## config.mk

```make
export PLATFORM = sky130hd
export DESIGN_NAME = multichannel_delta_codec
export DESIGN_NICKNAME = d
export VERILOG_FILES = /design/src/hdl/mdc_pkg.sv /design/src/hdl/mdc_ram.sv /design/src/hdl/mdc_chan_seq.sv /design/src/hdl/multichannel_delta_codec.sv
export VERILOG_INCLUDE_DIRS = /design/src /design/src/hdl
export SDC_FILE = /design/constraint.sdc
export NUM_CORES = 1
export LEC_CHECK = 0
export BUFFER_PORTS_ARGS = -buffer_cell sky130_fd_sc_hd__buf_2
export CORE_AREA = 8 8 395 474
export CTS_BUF_LIST = sky130_fd_sc_hd__clkbuf_8
export CTS_CLUSTER_SIZE = 24
export DETAILED_ROUTE_END_ITERATION = 10
export DIE_AREA = 0 0 403 482
export PLACE_DENSITY = 0.45
export REMOVE_ABC_BUFFERS = 1
export SKIP_LAST_GASP = 1
export SLEW_MARGIN = 20
export SYNTH_ARGS = -nofsm -noshare
export SYNTH_HDL_FRONTEND = slang
export SYNTH_SLANG_ARGS = --single-unit
export TNS_END_PERCENT = 5
```

## constraint.sdc

```tcl
create_clock -name clk -period 11.3 [get_ports clk]
set_clock_uncertainty 0.2 [all_clocks]
set_input_delay 0.565 -clock clk [delete_from_list [all_inputs] [get_ports clk]]
set_output_delay 0.565 -clock clk [all_outputs]
set_load 0.005 [all_outputs]
```

## src/hdl/assert_macros.svh

```systemverilog
// assertion macros shared by the codec modules
`ifndef ASSERT_MACROS_SVH
`define ASSERT_MACROS_SVH

// consequent checked in the cycle after the antecedent, off during reset
`define ASSERT_NEXT(label, ante, cons, msg) \
	label: assert property (@(posedge clk) disable iff (!arst_n) (ante) |=> (cons)) \
		else $error(msg);

// consequent checked in the same cycle as the antecedent, off during reset
`define ASSERT_SAME(label, ante, cons, msg) \
	label: assert property (@(posedge clk) disable iff (!arst_n) (ante) |-> (cons)) \
		else $error(msg);

`endif

```

## src/hdl/mdc_pkg.sv

```systemverilog
// shared types and constants of the multichannel delta codec
package mdc_pkg;

	localparam int MAX_CHANNELS = 64;
	localparam int CH_W         = $clog2(MAX_CHANNELS);
	localparam int SAMPLE_W     = 16;
	localparam int NUM_CH_W     = 7;
	localparam int CFG_IDX_W    = 1;
	localparam int CFG_DATA_W   = NUM_CH_W;

	// register indexes of the configuration port
	localparam logic [CFG_IDX_W-1:0] REG_MODE         = 1'b0;
	localparam logic [CFG_IDX_W-1:0] REG_NUM_CHANNELS = 1'b1;

	// mode register codes
	localparam logic MODE_ENCODE = 1'b0;
	localparam logic MODE_DECODE = 1'b1;

	typedef struct packed {
		logic [SAMPLE_W-1:0] sample;
		logic                last_in_stream;
	} in_item_t;

	typedef struct packed {
		logic [SAMPLE_W-1:0] result;
		logic                last_out;
	} out_item_t;

	typedef struct packed {
		logic [CH_W-1:0] ch;
		logic            first_row;
	} chan_info_t;

endpackage

```

## src/hdl/mdc_ram.sv

```systemverilog
// generic single-write, single-read memory with registered read and write bypass
module mdc_ram #(
	parameter int DEPTH  = 64,
	parameter int WIDTH  = 16,
	parameter int ADDR_W = $clog2(DEPTH)
) (
	input  logic              clk,
	input  logic              we,
	input  logic [ADDR_W-1:0] waddr,
	input  logic [WIDTH-1:0]  wdata,
	input  logic              re,
	input  logic [ADDR_W-1:0] raddr,
	output logic [WIDTH-1:0]  rdata
);

	logic [WIDTH-1:0] mem [DEPTH];

	always_ff @(posedge clk) begin
		if (we) begin
			mem[waddr] <= wdata;
		end
		// same-edge write to the read address returns the new data
		if (re) begin
			rdata <= (we && (waddr == raddr)) ? wdata : mem[raddr];
		end
	end

endmodule

```

## src/hdl/mdc_chan_seq.sv

```systemverilog
// channel counter and first-row tracking for the sample stream
`include "assert_macros.svh"

module mdc_chan_seq (
	input  logic                         clk,
	input  logic                         arst_n,
	input  logic                         advance,
	input  logic                         last,
	input  logic [mdc_pkg::NUM_CH_W-1:0] num_channels,
	output mdc_pkg::chan_info_t          info
);

	logic [mdc_pkg::CH_W-1:0] ch_q;
	logic                     first_q;
	logic [mdc_pkg::CH_W-1:0] last_ch;
	logic [mdc_pkg::CH_W-1:0] ch_eff;
	logic                     row_end;

	// highest channel of a row, count clamped to 1..MAX_CHANNELS
	always_comb begin
		if (num_channels == '0) begin
			last_ch = '0;
		end else if (num_channels > mdc_pkg::NUM_CH_W'(mdc_pkg::MAX_CHANNELS)) begin
			last_ch = mdc_pkg::CH_W'(mdc_pkg::MAX_CHANNELS - 1);
		end else begin
			last_ch = mdc_pkg::CH_W'(num_channels - mdc_pkg::NUM_CH_W'(1));
		end
	end

	assign row_end        = (ch_q >= last_ch);
	assign ch_eff         = (ch_q > last_ch) ? last_ch : ch_q;
	assign info.ch        = ch_eff;
	assign info.first_row = first_q;

	always_ff @(posedge clk or negedge arst_n) begin
		if (!arst_n) begin
			ch_q    <= '0;
			first_q <= 1'b1;
		end else if (advance) begin
			if (last) begin
				ch_q    <= '0;
				first_q <= 1'b1;
			end else if (row_end) begin
				ch_q    <= '0;
				first_q <= 1'b0;
			end else begin
				ch_q <= ch_eff + mdc_pkg::CH_W'(1);
			end
		end
	end

	`ASSERT_NEXT(a_last_restarts, advance && last, (ch_q == '0) && first_q, "stream end did not restart the row")
	`ASSERT_NEXT(a_row_wraps, advance && !last && row_end, (ch_q == '0) && !first_q, "row end did not wrap to channel zero")

endmodule

```

## src/hdl/multichannel_delta_codec.sv

```systemverilog
// top level of the multichannel delta codec: config, input stage, store and result register
//
// channel | handshake          | payload
// --------+--------------------+----------------------------------
// cfg     | cfg_we             | cfg_index, cfg_wdata
// in      | in_valid/in_ready  | in_data.sample, in_data.last_in_stream
// out     | out_valid/out_ready| out_data.result, out_data.last_out
//
// one sample per cycle sustained unless the result register stalls; a sample is held
// in the input stage with its previous-row read; the add/subtract is then registered.
// the previous-row store is one 64-entry memory, read on accept and written as the input
// stage moves on; a same-channel read at that edge takes the bypassed write data.
// reset clears counter and valids, sets first-row flag and config; store holds no reset.
// a stalled result register holds the input stage, which then holds in_ready low.
`include "assert_macros.svh"

module multichannel_delta_codec (
	input  logic                           clk,
	input  logic                           arst_n,
	input  logic                           cfg_we,
	input  logic [mdc_pkg::CFG_IDX_W-1:0]  cfg_index,
	input  logic [mdc_pkg::CFG_DATA_W-1:0] cfg_wdata,
	input  logic                           in_valid,
	output logic                           in_ready,
	input  mdc_pkg::in_item_t              in_data,
	output logic                           out_valid,
	input  logic                           out_ready,
	output mdc_pkg::out_item_t             out_data
);

	logic                         mode_q;
	logic [mdc_pkg::NUM_CH_W-1:0] num_channels_q;

	logic                         valid_s1;
	logic [mdc_pkg::SAMPLE_W-1:0] sample_s1;
	logic                         last_s1;
	logic [mdc_pkg::CH_W-1:0]     ch_s1;
	logic                         first_s1;

	logic                         out_valid_q;
	mdc_pkg::out_item_t           out_data_q;

	mdc_pkg::chan_info_t          chan;
	logic                         accept;
	logic                         out_free;
	logic                         s1_adv;
	logic [mdc_pkg::SAMPLE_W-1:0] rd_data;
	logic [mdc_pkg::SAMPLE_W-1:0] prev;
	logic [mdc_pkg::SAMPLE_W-1:0] result;
	logic [mdc_pkg::SAMPLE_W-1:0] wdata;

	always_ff @(posedge clk or negedge arst_n) begin
		if (!arst_n) begin
			mode_q         <= mdc_pkg::MODE_ENCODE;
			num_channels_q <= mdc_pkg::NUM_CH_W'(1);
		end else if (cfg_we) begin
			case (cfg_index)
				mdc_pkg::REG_MODE: begin
					mode_q <= cfg_wdata[0];
				end
				mdc_pkg::REG_NUM_CHANNELS: begin
					num_channels_q <= cfg_wdata;
				end
				default: begin
				end
			endcase
		end
	end

	assign out_free = !out_valid_q || out_ready;
	assign s1_adv   = valid_s1 && out_free;
	assign in_ready = !valid_s1 || out_free;
	assign accept   = in_valid && in_ready;

	mdc_chan_seq u_chan_seq (
		.clk          (clk),
		.arst_n       (arst_n),
		.advance      (accept),
		.last         (in_data.last_in_stream),
		.num_channels (num_channels_q),
		.info         (chan)
	);

	mdc_ram #(
		.DEPTH (mdc_pkg::MAX_CHANNELS),
		.WIDTH (mdc_pkg::SAMPLE_W)
	) u_prev_row (
		.clk   (clk),
		.we    (s1_adv),
		.waddr (ch_s1),
		.wdata (wdata),
		.re    (accept),
		.raddr (chan.ch),
		.rdata (rd_data)
	);

	always_ff @(posedge clk or negedge arst_n) begin
		if (!arst_n) begin
			valid_s1 <= 1'b0;
		end else if (accept) begin
			valid_s1 <= 1'b1;
		end else if (s1_adv) begin
			valid_s1 <= 1'b0;
		end
	end

	always_ff @(posedge clk) begin
		if (accept) begin
			sample_s1 <= in_data.sample;
			last_s1   <= in_data.last_in_stream;
			ch_s1     <= chan.ch;
			first_s1  <= chan.first_row;
		end
	end

	// first row pairs with zero; the store always keeps reconstructed values
	assign prev   = first_s1 ? '0 : rd_data;
	assign result = (mode_q == mdc_pkg::MODE_DECODE) ? (sample_s1 + prev) : (sample_s1 - prev);
	assign wdata  = (mode_q == mdc_pkg::MODE_DECODE) ? result : sample_s1;

	always_ff @(posedge clk or negedge arst_n) begin
		if (!arst_n) begin
			out_valid_q <= 1'b0;
		end else if (out_free) begin
			out_valid_q <= valid_s1;
		end
	end

	always_ff @(posedge clk) begin
		if (s1_adv) begin
			out_data_q.result   <= result;
			out_data_q.last_out <= last_s1;
		end
	end

	assign out_valid = out_valid_q;
	assign out_data  = out_data_q;

	`ASSERT_NEXT(a_stall_holds_read, valid_s1 && !out_free, $stable(rd_data), "store read changed under a stalled transaction")
	`ASSERT_NEXT(a_s1_to_out, s1_adv, out_valid_q, "input stage moved on without loading a result")
	`ASSERT_NEXT(a_bypass, s1_adv && accept && (chan.ch == ch_s1), rd_data == $past(wdata), "same-channel read missed the bypassed write")

endmodule

```

# Yosys cells after proc, flatten, opt, wreduce, memory -nomap -nowiden
# Memories as Yosys holds them, arrays and structs flattened. A register that Yosys moved wholly into a read port is not among the register bits.
# Cells that the tools add are included.
[classes]
magnitude_cmp = 3
add_sub_neg = 4
n_reduce_logical = 12
n_mux = 14
bitwise_logic = 1
[ops]
columns = ["cell", "count"]
rows = [
  ["2-to-1 mux 16 bit", 3],
  ["2-to-1 mux 6 bit", 5],
  ["adder 16 bit", 1],
  ["subtractor 16 bit", 1],
  ["> comparator 7 bit (second input constant)", 1],
  ["zero test 7 bit", 1],
  ["adder 6 x 1 -> 6 bit (second input constant)", 1],
  [">= comparator 6 bit", 1],
  ["> comparator 6 bit", 1],
  ["2-to-1 mux 1 bit", 6],
  ["AND reduction 2 bit", 3],
  ["subtractor 6 x 1 -> 6 bit (second input constant)", 1],
  ["nonzero test 2 bit", 2],
  ["logical AND 1 bit", 2],
  ["zero test 1 bit", 2],
  ["logical OR 1 bit", 2],
  ["inverter 1 bit", 1],
]
[totals]
register_bits = 58
word_cells = 47
n_memories = 1
out_inout_bits = 19
ramBits = 1024
in_bits = 30
[memory_table]
columns = ["name", "depth", "width", "rd", "rd_clocked_by_memory_dff", "write_ports", "line", "rtl"]
rows = [
  ["u_prev_row.mem", 64, 16, 1, 1, 1, "mdc_ram.sv:16", "logic [WIDTH-1:0] mem [DEPTH];"],
]

# Logic depth before layout (Yosys ltp)
# Gate-level depths: netlist (run 1).
[logic_depth]
depth_word = 8
depth_mapped = 23
ltp_nobuf = 19

# Cells and area by module
# A second synthesis (run 1) with hierarchy kept.
[hier_totals]
hier_cells = 2500
hier_area_um2 = 44616.5
[by_module_without_submodules]
columns = ["module", "seq_area_each_um2", "cells_per_inst", "n_inst", "area_each_um2"]
rows = [
  ["mdc_ram", 31230.0, 2114, 1, 40630.2],
  ["multichannel_delta_codec", 1482.7, 264, 1, 3007.9],
  ["mdc_chan_seq", 176.4, 122, 1, 978.4],
]

# Worst setup path after synthesis (run 1)
# OpenSTA, ideal clock, no wires.
[synth_path]
path_type = "reg2reg"
from = "register first_s1"
to = "memory u_prev_row.mem[0][15] (data pin)"
t_arrival_ns = 5.270
required_ns = 10.532
stages_incl_launch_ff = 20
synth_period_minus_slack_ns = 6.038
n_path_buf = 1
slack_ns = 5.262
setup_time_ns = 0.568
path_cell_list = "edfxtp_1 inv_1 clkbuf_1 nand2_1 ha_1 o21ai_0 nand2_1 nand2_1 o31ai_1 a31oi_1 ha_1 or2_2 a21oi_1 nor3_1 o21ai_0 o22ai_1 o41ai_1 xor2_1 nand2_1 xnor2_1"
[synth_via]
elab_chain_cells = 4
word_cells_on_any_way = 5
cone_classes = "add/sub (2); mux (3)"
[synth_lines]
columns = ["element", "line", "rtl"]
rows = [
  ["from (decl)", "multichannel_delta_codec.sv:38", "logic first_s1;"],
  ["from (signal assigned)", "multichannel_delta_codec.sv:112", "first_s1 <= chan.first_row;"],
  ["2-to-1 mux 16 bit *", "multichannel_delta_codec.sv:117", "assign prev = first_s1 ? '0 : rd_data;"],
  ["subtractor 16 bit or adder 16 bit (tied branches)", "multichannel_delta_codec.sv:118", "assign result = (mode_q == mdc_pkg::MODE_DECODE) ? (sample_s1 + prev) : (sample_s1 - prev);"],
  ["2-to-1 mux 16 bit *", "multichannel_delta_codec.sv:118", ""],
  ["2-to-1 mux 16 bit *", "multichannel_delta_codec.sv:119", "assign wdata = (mode_q == mdc_pkg::MODE_DECODE) ? result : sample_s1;"],
  ["net u_prev_row.wdata[15]", "mdc_ram.sv:10", "input logic [WIDTH-1:0] wdata,"],
  ["to (decl)", "mdc_ram.sv:16", ""],
]
# The timed path passes the listed nets; every way through them passes the cells marked *.

# Worst setup path after layout (run 1)
[layout_path]
from = "register num_channels_q[0] (netlist name)"
to = "register u_prev_row.rdata[5] (read register of u_prev_row.mem) (data pin)"
[layout_via]
elab_chain_cells = 5
word_cells_on_any_way = 7
cone_classes = "add/sub (1); order compare (2); mux (3); reduce/logical (1)"
[layout_lines]
columns = ["element", "line", "rtl"]
rows = [
  ["from (decl)", "multichannel_delta_codec.sv:32", "logic [mdc_pkg::NUM_CH_W-1:0] num_channels_q;"],
  ["from (signal assigned)", "multichannel_delta_codec.sv:55", "num_channels_q <= mdc_pkg::NUM_CH_W'(1);"],
  ["from (signal assigned)", "multichannel_delta_codec.sv:62", "num_channels_q <= cfg_wdata;"],
  ["subtractor 6 x 1 -> 6 bit or > comparator 7 bit (tied branches)", "mdc_chan_seq.sv:26, mdc_chan_seq.sv:23", ""],
  ["2-to-1 mux 6 bit", "mdc_chan_seq.sv:23", "end else if (num_channels > mdc_pkg::NUM_CH_W'(mdc_pkg::MAX_CHANNELS)) begin"],
  ["2-to-1 mux 6 bit *", "mdc_chan_seq.sv:21", "if (num_channels == '0) begin"],
  ["> comparator 6 bit", "mdc_chan_seq.sv:31", "assign ch_eff = (ch_q > last_ch) ? last_ch : ch_q;"],
  ["2-to-1 mux 6 bit *", "mdc_chan_seq.sv:31", ""],
  ["to (decl)", "mdc_ram.sv:13", "output logic [WIDTH-1:0] rdata"],
]
# Mark *: on every way between the ends. The rest lies on a longest branch, timed or not.
# A chain may end at the register's enable or synchronous reset.

==> results of run 1 <==
==> kinds of logic after synthesis <==
logic type / count (synthesis)
flops: 1098
xor+xnor: 32
compound gates: 396
mux: 176
buf+inv: 205
fa+ha+maj: 26
simple gates: 1077
==> critical path: cells and delay by family, from the launching register on <==
family	cells	cell delay, ps
AOI/OAI and AO/OA	6	1550
buffers and inverters	7	2230
muxes	1	600
adders and majority gates	2	570
DFF	1	570
and+or+nand+nor	5	1150
==> sequential cells by signal, indices dropped and copies added (netlist names) <==
| register | cells |
|---|---|
| sample_s1 | 16 |
| out_data | 17 |
| u_chan_seq.ch_q | 6 |
| first_s1 | 1 |
| mode_q | 1 |
| u_prev_row.mem | 1024 |
| u_chan_seq.first_q | 1 |
| u_prev_row.rdata | 16 |
| num_channels_q | 7 |
| valid_s1 | 1 |
| ch_s1 | 6 |
| out_valid | 1 |
| last_s1 | 1 |
==> layer usage <==
| layer | GRT usage [%] | vias to the layer above | part of all wire, % |
|---|---|---|---|
| met4 | 5.82 | 2 | 3.8 |
| met2 | 24.4 | 835 | 49 |
| met5 | 0 | - | 0.0092 |
| met1 | 18.0 | 14100 | 42 |
| met3 | 2.27 | 227 | 5.1 |
| li1 | - | 12000 | - |
==> final cells by class <==
type	count	area [um2]
Clock buffer	174	2390
Fill cell	18100	128000
Sequential cell	1098	32900
Multi-Input combinational cell	1707	11000
Inverter	33	141
Tap cell	2335	2920
Antenna cell	34	85.1
Timing Repair Buffer	217	1620
Clock inverter	138	681
==> how the worst max path moves through the flow <==
stage                                        startpoint                        endpoint  slack [ps]
after floorplan           num_channels_q[0]$_DFFE_PN1P_  u_prev_row.rdata[10]$_DFFE_PP_      -14650
after detailed placement  num_channels_q[0]$_DFFE_PN1P_   u_prev_row.rdata[0]$_DFFE_PP_        4090
after global placement    num_channels_q[0]$_DFFE_PN1P_   u_prev_row.rdata[4]$_DFFE_PP_        2910
final                     num_channels_q[0]$_DFFE_PN1P_   u_prev_row.rdata[5]$_DFFE_PP_        4070
after CTS                 num_channels_q[0]$_DFFE_PN1P_   u_prev_row.rdata[0]$_DFFE_PP_        4040
after global routing      num_channels_q[0]$_DFFE_PN1P_   u_prev_row.rdata[0]$_DFFE_PP_        3600
==> stage by stage <==
stage / cells / cell area [um2] / hold WS (ps)
after floorplan: 2838 / 43800 / 69.4
after CTS: 5702 / 51600 / 0.364
after detailed placement: 5355 / 48200 / 207
final: 5736 / 51700 / 92.9
after global placement: 5343 / 48000 / 206
after global routing: 5726 / 51700 / 82.1
==> layout by cell type, fill, tap and decap left out, types with 7 or more instances in the layout <==
cell type / instances
sky130_fd_sc_hd__a2111oi_0: 45
sky130_fd_sc_hd__a211o_1: 12
sky130_fd_sc_hd__a21oi_1: 143
sky130_fd_sc_hd__a31oi_1: 11
sky130_fd_sc_hd__a32oi_1: 34
sky130_fd_sc_hd__and3_1: 7
sky130_fd_sc_hd__buf_2: 49
sky130_fd_sc_hd__buf_4: 130
sky130_fd_sc_hd__clkbuf_8: 174
sky130_fd_sc_hd__clkinv_1: 54
sky130_fd_sc_hd__clkinv_2: 13
sky130_fd_sc_hd__clkinvlp_4: 8
sky130_fd_sc_hd__dfrtp_1: 15
sky130_fd_sc_hd__diode_2: 34
sky130_fd_sc_hd__dlygate4sd3_1: 35
sky130_fd_sc_hd__edfxtp_1: 1081
sky130_fd_sc_hd__ha_1: 25
sky130_fd_sc_hd__inv_1: 82
sky130_fd_sc_hd__mux2_2: 18
sky130_fd_sc_hd__mux2i_1: 80
sky130_fd_sc_hd__mux4_2: 76
sky130_fd_sc_hd__nand2_1: 622
sky130_fd_sc_hd__nand3_1: 204
sky130_fd_sc_hd__nand4_1: 32
sky130_fd_sc_hd__nand4b_1: 7
sky130_fd_sc_hd__nor2_1: 78
sky130_fd_sc_hd__nor2_2: 26
sky130_fd_sc_hd__nor2b_1: 8
sky130_fd_sc_hd__nor3_1: 21
sky130_fd_sc_hd__nor3_2: 11
sky130_fd_sc_hd__o2111ai_1: 7
sky130_fd_sc_hd__o211a_1: 8
sky130_fd_sc_hd__o21a_1: 7
sky130_fd_sc_hd__o21ai_0: 36
sky130_fd_sc_hd__o21ai_1: 10
sky130_fd_sc_hd__o22ai_1: 13
sky130_fd_sc_hd__or3_1: 26
sky130_fd_sc_hd__xnor2_1: 27
==> repair_timing <==
action | CTS | global route
hold buffers | 35 | 0
resized for setup | 0 | 0
endpoints found under the hold margin | 51 | 0
==> power by group <==
part / switching (mW) / total, mW / internal (mW)
clock: 1.60 / 3.11 / 1.50
combinational: 1.48 / 2.13 / 0.650
sequential: 0.0943 / 4.81 / 4.72
==> out/qor.tcl, run 1 <==
set qor(status) {finished clean}
set qor(final.min_clock_period_ps) 7230
set qor(netlist.area_leader.share_pct) 72.7
set qor(gr-usage-all-layers_pct) 14.2
set qor(layout.nets) 3285
set qor(gp_congestion) 0.828
set qor(first_global_vias) 27300
set qor(timing.reg2reg.setup_slack_ps) 4070
set qor(rsz0062_at_grt) {no}
set qor(fmax_ghz) 0.138
set qor(timing.max_slew.rel_slack_pct) 28.6
set qor(postRouteAntennaNets) 0
set qor(timing.critical_path.slowest_stage_cell) {sky130_fd_sc_hd__buf_4}
set qor(antenna_found_initial) 9
set qor(vias_per_cell) 4.74
set qor(hold_violations) 0
set qor(hold_path_end) {num_channels_q[5]$_DFFE_PN0P_}
set qor(worst-slew-pin-transition_ps) 1070
set qor(post_synth_instance_area_um2) 44700
set qor(worst_skew_pair.late_latency_ps) 890
set qor(synth_compound_area_share_pct) 6.02
set qor(placementRows) 171
set qor(synth_area_per_cell_um2) 14.8
set qor(core_um2) 180000
set qor(pin_count_of_the_biggest_net_entering_global_routing) 148
set qor(finalPower_mw) 10.0
set qor(critical-path-top-cell-by-count) {sky130_fd_sc_hd__buf_4}
set qor(final_util_pct) 28.8
set qor(global_route_wire_length_before_repair_mm) 203
set qor(floorplan.initialDensity_pct) 24.8
set qor(worst_setup_end_kind) {flop}
set qor(leakage_nw) 17.2
set qor(synth_cell_type_count) 85
set qor(final.period_utilization_pct) 64.0
set qor(synth_top_family_by_area) {simple AND/OR/NAND/NOR gates}
set qor(worst_min_path_start) {cfg_index}
set qor(drt_iter0_drc) 2037
set qor(post-synth-top-area-cell) {sky130_fd_sc_hd__edfxtp_1}
set qor(num_vias) 27200
set qor(design.portCount) 49
set qor(tritoncts.num_buffers) 172
set qor(regToRegStartpoint) {num_channels_q[0]$_DFFE_PN1P_}
set qor(ys_warn_count) 0
set qor(synth-seq-area-share_pct) 73.6
set qor(synthSimpleGateAreaFrac_pct) 10.5
set qor(routed_wirelength_mm) 142
set qor(pre_cts_slack_ps) 4090
set qor(global_route.overflow_total) 0
set qor(post_cts_buffers) 0
set qor(synth.area.top_cells) {sky130_fd_sc_hd__edfxtp_1 73%, sky130_fd_sc_hd__nand2_1 5.2%, sky130_fd_sc_hd__mux4_2 3.8%}
set qor(share_of_post_route_cells_with_drive_strength_above_1_pct) 16.7
set qor(die_w_um) 403
set qor(worstReg2RegEnd) {u_prev_row.rdata[5]$_DFFE_PP_}
set qor(post_synth_xor_area_fraction_pct) 0.628
set qor(syn2layout_area_growth_pct) 15.8
set qor(cts_root_buffer) {sky130_fd_sc_hd__clkbuf_8}
set qor(synthFlopType) {sky130_fd_sc_hd__edfxtp_1}
set qor(floorplan.die.height_um) 482
set qor(route.detailed.wl_per_inst_um) 24.8
set qor(pwr_density_nw_per_um2) 194
set qor(hold_depth) 3
set qor(drt_pass1_iterations) 5
set qor(synth-edff-count) 1081
set qor(final_total_negative_setup_slack_ps) 0
set qor(crit_path_start_kind) {flop}
set qor(synth_mux_area_share_pct) 6.18
set qor(clk_pin_slew_worst_paths_ps) 70
set qor(max_cap_viol_count) 0
set qor(yosys.area_share.adder_pct) 0.745
set qor(buffer_ports.inserted) 48
set qor(dp_hpwl_mm) 80.9
set qor(final_critical_path_setup_slack_ps) 4070
set qor(synthesis.instances) 3010
set qor(cp.required_ps) 11730
set qor(synth_common_cells) {1081 x sky130_fd_sc_hd__edfxtp_1, 623 x sky130_fd_sc_hd__nand2_1, 204 x sky130_fd_sc_hd__nand3_1}
set qor(tritoncts) {yes}
set qor(postSynth.asyncResetShare_pct) 1.55
set qor(die-area_um2) 194000
set qor(worst-setup-path-type) {flop to flop}
set qor(worst-endpoint-arrival_ps) 7660
set qor(cts_buffer_depth) 3
set qor(ir_worst_vdd_mv) 0.0902
set qor(timing.critical_path.slowest_cell_delay_ps) 790
set qor(synth_most_common_cell) {sky130_fd_sc_hd__edfxtp_1}
set qor(report.final.setup_viol) 0
set qor(timing.critical_path.cells) {inv_1 -> ha_1 -> or4b_4 -> o21ai_0 -> a32oi_1 -> inv_1 -> ha_1 -> and4_1 -> nand2_1 -> a21boi_1 -> buf_4 -> o21ai_4 -> buf_4 -> buf_4 -> buf_4 -> mux4_2 -> a2111oi_0 -> nor3_2 -> buf_4 -> or3_1 -> o211a_1}
set qor(h-tree-depth) 4
set qor(path_type_of_the_worst_min_delay_path) {primary input to flop}
set qor(r2r.worst_path.cells) 21
set qor(final-max-slew-violation-count) 0
set qor(crit_fanout) 55
set qor(route.detailed.drc) 0
set qor(postSynthRegisterBits) 1098
set qor(cts_num_sinks) 1098
Note: power is estimated with default switching activity, not from simulation.
==> run 2: changes to the inputs <==
--- a/config.mk
+++ b/config.mk
@@ -12,7 +12,7 @@
 export CTS_CLUSTER_SIZE = 24
 export DETAILED_ROUTE_END_ITERATION = 10
 export DIE_AREA = 0 0 403 482
-export PLACE_DENSITY = 0.45
+export PLACE_DENSITY = 0.47
 export REMOVE_ABC_BUFFERS = 1
 export SKIP_LAST_GASP = 1
 export SLEW_MARGIN = 20
==> constraint.sdc (replaced) <==
create_clock -name clk -period 6.5 [get_ports clk]
set_clock_uncertainty 0.2 [all_clocks]
set_input_delay 0.325 -clock clk [delete_from_list [all_inputs] [get_ports clk]]
set_output_delay 0.325 -clock clk [all_outputs]
set_load 0.005 [all_outputs]
==> run 2 against run 1 <==
Via count up 0.49%. Clock power up 74%. Die area unchanged. Setup slack worse by 3900 ps. Power up 77%. Largest power group unchanged.
==> out/qor.tcl, run 2 (synthesized netlist as in run 1, its figures left out) <==
set qor(global_route.overflow_total) 0 ;# unchanged
set qor(drt_pass1_iterations) 6 ;# +1
set qor(largest_register_ffs) 1024 ;# unchanged
set qor(tritoncts) {yes}
set qor(area_occupied_by_multi_input_gates_um2) 10900 ;# -0.60%
set qor(register_area_um2) 32900 ;# unchanged
set qor(postRouteAntennaNets) 0 ;# unchanged
set qor(dp_hpwl_mm) 81.2 ;# +0.41%
set qor(dpl-instance-area_um2) 48800 ;# +1.3%
set qor(pwr_density_nw_per_um2) 339 ;# +75%
set qor(num_vias) 27300 ;# +0.49%
set qor(post_cts_buffers) 0 ;# unchanged
set qor(crit_fanout) 39 ;# -29%
set qor(timing.reg2reg.setup_slack_ps) 140 ;# -3930 ps
set qor(tritoncts.num_buffers) 166 ;# -3.5%
set qor(ir_worst_vdd_mv) 0.189 ;# +110%
set qor(path_type_of_the_worst_min_delay_path) {primary input to flop}
set qor(design.portCount) 49 ;# unchanged
set qor(cts_root_buffer) {sky130_fd_sc_hd__clkbuf_8}
set qor(drt_iter0_drc) 2334 ;# +15%
set qor(antenna_found_initial) 5 ;# -4
set qor(die_w_um) 403 ;# unchanged
set qor(crit_path_start_kind) {flop}
set qor(pin_count_of_the_biggest_net_entering_global_routing) 66 ;# -55%
set qor(timing.critical_path.cells) {inv_1 -> ha_1 -> or4b_4 -> o21ai_0 -> a32oi_1 -> inv_1 -> ha_1 -> and4_1 -> nand2_1 -> a21boi_1 -> buf_4 -> o21ai_4 -> buf_12 -> buf_4 -> mux4_2 -> a2111oi_0 -> nor3_1 -> or3_1 -> o211a_1}
set qor(global_route_wire_length_before_repair_mm) 196 ;# -3.3%
set qor(r2r.worst_path.cells) 19 ;# -9.5%
set qor(cp.buffers_inverters) 5 ;# -2
set qor(max_flop_register) {u_prev_row.mem}
set qor(first_global_vias) 27100 ;# -0.90%
set qor(fmax_ghz) 0.157 ;# +14%
set qor(worst-endpoint-arrival_ps) 6780 ;# -880 ps
set qor(floorplan.initialDensity_pct) 24.8 ;# unchanged
set qor(route.detailed.wl_per_inst_um) 23.7 ;# -4.4%
set qor(buffer_ports.inserted) 48 ;# unchanged
set qor(finalPower_mw) 17.8 ;# +77%
set qor(h-tree-depth) 4 ;# unchanged
set qor(vias_per_cell) 4.73 ;# -0.21%
set qor(placementRows) 171 ;# unchanged
set qor(worst_setup_end_kind) {flop}
set qor(fill_cells) 18000 ;# -0.61%
set qor(gp_congestion) 0.813 ;# -1.8%
set qor(final.period_utilization_pct) 97.8 ;# +34 points
set qor(timing.max_slew.rel_slack_pct) 24.1 ;# -4.5 points
set qor(hold_violations) 0 ;# unchanged
set qor(rsz0062_at_grt) {yes}
set qor(floorplan.die.height_um) 482 ;# unchanged
set qor(syn2layout_area_growth_pct) 17.6
set qor(core_um2) 180000 ;# unchanged
set qor(gr-usage-all-layers_pct) 13.7 ;# -0.59 points
set qor(final-max-slew-violation-count) 0 ;# unchanged
set qor(worst-slew-pin-transition_ps) 1140 ;# +69.0 ps
set qor(finalInstanceArea_um2) 52500 ;# +1.6%
set qor(final.min_clock_period_ps) 6360 ;# -874 ps
set qor(cts_buffer_depth) 3 ;# unchanged
set qor(status) {finished clean}
set qor(worst_skew_pair.late_latency_ps) 880 ;# about the same
set qor(layout.nets) 3363 ;# +2.4%
set qor(worst-setup-path-type) {flop to flop}
set qor(clk_pin_slew_worst_paths_ps) 70 ;# about the same
set qor(timing.critical_path.slowest_stage_cell) {sky130_fd_sc_hd__a2111oi_0}
set qor(layout_common_cells) {1081 x sky130_fd_sc_hd__edfxtp_1, 622 x sky130_fd_sc_hd__nand2_1, 204 x sky130_fd_sc_hd__nand3_1}
set qor(routed_wirelength_mm) 137 ;# -3.8%
set qor(die-area_um2) 194000 ;# unchanged
set qor(report.final.setup_viol) 0 ;# unchanged
set qor(route.detailed.drc) 0 ;# unchanged
set qor(whs_ps) 147 ;# +54.1 ps
set qor(crit_cells) 19 ;# -9.5%
set qor(cp.required_ps) 6920 ;# -4810 ps
set qor(cpLargestDelayFamily) {compound AO/OA/AOI/OAI gates}
set qor(hold_depth) 4 ;# +1
set qor(cts_num_sinks) 1098 ;# unchanged
set qor(max_cap_viol_count) 0 ;# unchanged
set qor(mostFrequentLayoutCell) {sky130_fd_sc_hd__edfxtp_1}
set qor(timing.critical_path.slowest_cell_delay_ps) 840 ;# +50 ps
set qor(leakage_nw) 17.7 ;# +2.9%
set qor(share_of_post_route_cells_with_drive_strength_above_1_pct) 17.5 ;# +0.85 points
## run 2: worst reg2reg max path, delay by kind of cell, from the launching register on
| family | cells | cell delay, ps |
|---|---|---|
| DFF | 1 | 570 |
| muxes | 1 | 540 |
| buffers and inverters | 5 | 1080 |
| and+or+nand+nor | 5 | 1320 |
| adders and majority gates | 2 | 580 |
| AOI/OAI and AO/OA | 6 | 1820 |
## run 2: area by class of cell
class                      count  share of cell area (%)
multi-input combinational   1707                    20.8
tap                         2335                    5.56
sequential                  1098                    62.6
inverter                      33                   0.255
clock inverter               132                    1.45
timing repair buffer         301                    4.98
clock buffer                 167                    4.37
antenna                        3                  0.0143
## run 2: worst paths after layout
| kind | start | endpoint |
|---|---|---|
| setup / recovery | num_channels_q[0]$_DFFE_PN1P_ | u_prev_row.rdata[5]$_DFFE_PP_ |
| hold / removal | cfg_index | mode_q$_DFFE_PN0P_ |
| setup reg to reg | num_channels_q[0]$_DFFE_PN1P_ | u_prev_row.rdata[5]$_DFFE_PP_ |
| hold reg to reg | last_s1$_DFFE_PP_ | out_data[0]$_DFFE_PP_ |
| max in group asynchronous | arst_n | u_chan_seq.ch_q[2]$_DFFE_PN0P_ |
| min in group asynchronous | arst_n | u_chan_seq.ch_q[0]$_DFFE_PN0P_ |
## run 2: metal layers
layer / track usage, % / vias to the layer above / wire length [um]
met3: 2.22 / 187 / 7080
met4: 4.00 / 0 / 3470
met5: 0 / - / 0
li1: - / 12100 / -
met2: 23.7 / 864 / 68400
met1: 17.6 / 14200 / 57600
## run 2: where the power goes
| part | internal [mW] | total, mW | switching (mW) | leakage [nW] |
|---|---|---|---|---|
| combinational | 1.36 | 4.08 | 2.72 | 6.01 |
| clock | 2.65 | 5.40 | 2.75 | 1.76 |
| sequential | 8.20 | 8.33 | 0.136 | 9.96 |
## run 2: what timing repair did
action / in CTS / in global routing
hold endpoints to repair: 51 / 0
gates resized for setup: 0 / 1
hold buffers: 62 / 0
endpoints found under the setup margin: 0 / 2
## run 2: metrics by stage
step	setup WS, ps	util (%)	setup TNS [ps]	cells
6_report	141	29.2	0	5776
5_1_grt	-149	29.2	-149	5774
4_1_cts	146	29.2	0	5772
3_5_place_dp	209	27.2	0	5411
3_3_place_gp	228	27.1	0	5411
2_1_floorplan	-19450	-	-431370	2838
==> run 3: changes to the inputs <==
--- a/config.mk
+++ b/config.mk
@@ -13,6 +13,7 @@
 export DETAILED_ROUTE_END_ITERATION = 10
 export DIE_AREA = 0 0 403 482
 export PLACE_DENSITY = 0.47
+export RECOVER_POWER = 100
 export REMOVE_ABC_BUFFERS = 1
 export SKIP_LAST_GASP = 1
 export SLEW_MARGIN = 20
==> run 3 against run 2 <==
Combinational power is essentially flat. Register-to-register slack is essentially flat. Final cell count is the same. Setup slack lost 2.2 ps. Critical path depth is the same. Worst hold slack gained 1.2 ps. Via count is essentially flat. Flip-flop and latch count is the same. Die area is the same. Core utilization is essentially flat. Fmax is essentially flat. Largest power group unchanged. Highest routed layer unchanged.
==> out/qor.tcl, run 3 (synthesized netlist as in run 1, its figures left out) <==
set qor(whs_ps) 148 ;# +1.17 ps
set qor(final.min_clock_period_ps) 6360 ;# +2.17 ps
set qor(fill_cells) 18000 ;# +0.044%
set qor(die-area_um2) 194000 ;# unchanged
set qor(worst-endpoint-arrival_ps) 6780 ;# about the same
set qor(leakage_nw) 17.7 ;# -0.22%
set qor(gr-usage-all-layers_pct) 13.7 ;# unchanged
set qor(h-tree-depth) 4 ;# unchanged
set qor(layout.cells.non_filler) 5776 ;# unchanged
set qor(cts_root_buffer) {sky130_fd_sc_hd__clkbuf_8}
set qor(share_of_post_route_cells_with_drive_strength_above_1_pct) 17.1 ;# -0.44 points
set qor(rsz0062_at_grt) {yes}
set qor(fmax_ghz) 0.157 ;# about the same
set qor(drt_pass1_iterations) 7 ;# +1
set qor(pin_count_of_the_biggest_net_entering_global_routing) 66 ;# unchanged
set qor(layout_common_cells) {1081 x sky130_fd_sc_hd__edfxtp_1, 622 x sky130_fd_sc_hd__nand2_1, 204 x sky130_fd_sc_hd__nand3_1}
set qor(final.period_utilization_pct) 97.9 ;# about the same
set qor(cts_buffer_depth) 3 ;# unchanged
set qor(final_critical_path_setup_slack_ps) 139 ;# -2.17 ps
set qor(postRouteAntennaNets) 0 ;# unchanged
set qor(floorplan.die.height_um) 482 ;# unchanged
set qor(route.detailed.drc) 0 ;# unchanged
set qor(worst-slew-pin-transition_ps) 1140 ;# +1.28 ps
set qor(tritoncts) {yes}
set qor(cp.required_ps) 6920 ;# about the same
set qor(pwr_density_nw_per_um2) 339 ;# about the same
set qor(worst-setup-path-type) {flop to flop}
set qor(crit_path_start_kind) {flop}
set qor(core_um2) 180000 ;# unchanged
set qor(hold_violations) 0 ;# unchanged
set qor(antenna_found_initial) 5 ;# unchanged
set qor(layout.nets) 3363 ;# unchanged
set qor(dp_cells) 5411 ;# unchanged
set qor(gp_congestion) 0.813 ;# unchanged
set qor(num_vias) 27300 ;# -0.0037%
set qor(max_cap_viol_count) 0 ;# unchanged
set qor(clk_pin_slew_worst_paths_ps) 70 ;# about the same
set qor(global_route_wire_length_before_repair_mm) 196 ;# unchanged
set qor(global_route.overflow_total) 0 ;# unchanged
set qor(mostFrequentLayoutCell) {sky130_fd_sc_hd__edfxtp_1}
set qor(route.detailed.wl_per_inst_um) 23.7 ;# about the same
set qor(timing.max_slew.rel_slack_pct) 24.0 ;# -0.085 points
set qor(report.final.setup_viol) 0 ;# unchanged
set qor(worst_setup_end_kind) {flop}
set qor(largest_register_ffs) 1024 ;# unchanged
set qor(vias_per_cell) 4.73 ;# about the same
set qor(final_util_pct) 29.2 ;# about the same
set qor(max_flop_register) {u_prev_row.mem}
set qor(cts_num_sinks) 1098 ;# unchanged
set qor(path_type_of_the_worst_min_delay_path) {primary input to flop}
set qor(drt_iter0_drc) 2338 ;# +0.17%
set qor(pre_cts_slack_ps) 209 ;# unchanged
set qor(routed_wirelength_mm) 137 ;# about the same
set qor(final-max-slew-violation-count) 0 ;# unchanged
set qor(floorplan.initialDensity_pct) 24.8 ;# unchanged
set qor(syn2layout_area_growth_pct) 17.6 ;# about the same
set qor(worst_skew_pair.late_latency_ps) 880 ;# about the same
set qor(tritoncts.num_buffers) 166 ;# unchanged
set qor(ir_worst_vdd_mv) 0.189 ;# about the same
set qor(status) {finished clean}
set qor(die_w_um) 403 ;# unchanged
set qor(design.portCount) 49 ;# unchanged
set qor(placementRows) 171 ;# unchanged
set qor(dp_hpwl_mm) 81.2 ;# unchanged
set qor(first_global_vias) 27100 ;# unchanged
set qor(crit_fanout) 39 ;# unchanged
set qor(post_cts_buffers) 0 ;# unchanged
set qor(buffer_ports.inserted) 48 ;# unchanged
==> run 3: cell types whose count changed in the layout (fill, tap and decap cells not counted), sizes merged <==
cell / change
buf: -14
clkbuf: +14
==> run 3: layer usage <==
layer	global-route usage, %	wire, um	part of all wire, %	vias up
li1	-	-	-	12100
met1	17.6	57500	42	14100
met2	23.7	68400	50	872
met3	2.22	7280	5.3	191
met4	4.00	3520	2.6	0
met5	0	0	0	-
==> run 3: path summary, 6_finish.rpt <==
path | start | slack (ps) | end | cells after the start
worst max-delay path | num_channels_q[0]$_DFFE_PN1P_ | 140 | u_prev_row.rdata[5]$_DFFE_PP_ | 19
worst min-delay path | cfg_index | 150 | mode_q$_DFFE_PN0P_ | 4
worst max register to register | num_channels_q[0]$_DFFE_PN1P_ | 140 | u_prev_row.rdata[5]$_DFFE_PP_ | 19
worst min register to register | last_s1$_DFFE_PP_ | 230 | out_data[0]$_DFFE_PP_ | 0
max in group asynchronous | arst_n | 5090 | u_chan_seq.ch_q[2]$_DFFE_PN0P_ | 3
min in group asynchronous | arst_n | 460 | u_chan_seq.ch_q[0]$_DFFE_PN0P_ | 3
==> run 3: critical path, stage by stage (launching register included) <==
cell and delay, ps:
sky130_fd_sc_hd__dfstp_2 570, sky130_fd_sc_hd__inv_1 100, sky130_fd_sc_hd__ha_1 260, sky130_fd_sc_hd__or4b_4 240, sky130_fd_sc_hd__o21ai_0 80, sky130_fd_sc_hd__a32oi_1 440
sky130_fd_sc_hd__inv_1 150, sky130_fd_sc_hd__ha_1 320, sky130_fd_sc_hd__and4_1 270, sky130_fd_sc_hd__nand2_1 120, sky130_fd_sc_hd__a21boi_1 150, sky130_fd_sc_hd__buf_4 200
sky130_fd_sc_hd__o21ai_4 180, sky130_fd_sc_hd__buf_12 270, sky130_fd_sc_hd__buf_4 340, sky130_fd_sc_hd__mux4_2 530, sky130_fd_sc_hd__a2111oi_0 840, sky130_fd_sc_hd__nor3_1 290
sky130_fd_sc_hd__or3_1 410, sky130_fd_sc_hd__o211a_1 120
==> run 3: final cells by class <==
type | count | area (um2) | area share, %
Sequential cell | 1098 | 32900 | 62.6
Multi-Input combinational cell | 1707 | 10900 | 20.8
Clock buffer | 167 | 2300 | 4.38
Inverter | 33 | 134 | 0.255
Tap cell | 2335 | 2920 | 5.56
Clock inverter | 132 | 763 | 1.45
Timing Repair Buffer | 301 | 2600 | 4.95
Antenna cell | 3 | 7.51 | 0.0143
==> run 3: per-stage QoR <==
step / cell area, um2 / total power, mW / TNS (ps)
finish: 52500 / 17.8 / 0
global route: 52500 / 18.5 / -149
CTS: 52500 / 18.0 / 0
detailed placement: 48800 / 12.6 / 0
global placement: 48800 / 12.5 / 0
floorplan: 43800 / 11.0 / -431370
==> run 3: power by group <==
part / leakage [nW] / internal (mW) / switching, mW / total, mW
clock: 1.76 / 2.65 / 2.75 / 5.40
sequential: 9.96 / 8.20 / 0.137 / 8.33
combinational: 5.98 / 1.36 / 2.72 / 4.07
total: 17.7 / 12.2 / 5.61 / 17.8
==> run 3: what timing repair did <==
action,CTS,global route
hold endpoints to repair,51,0
hold buffers,62,0
endpoints found under the setup margin,0,2
gates resized for setup,0,1
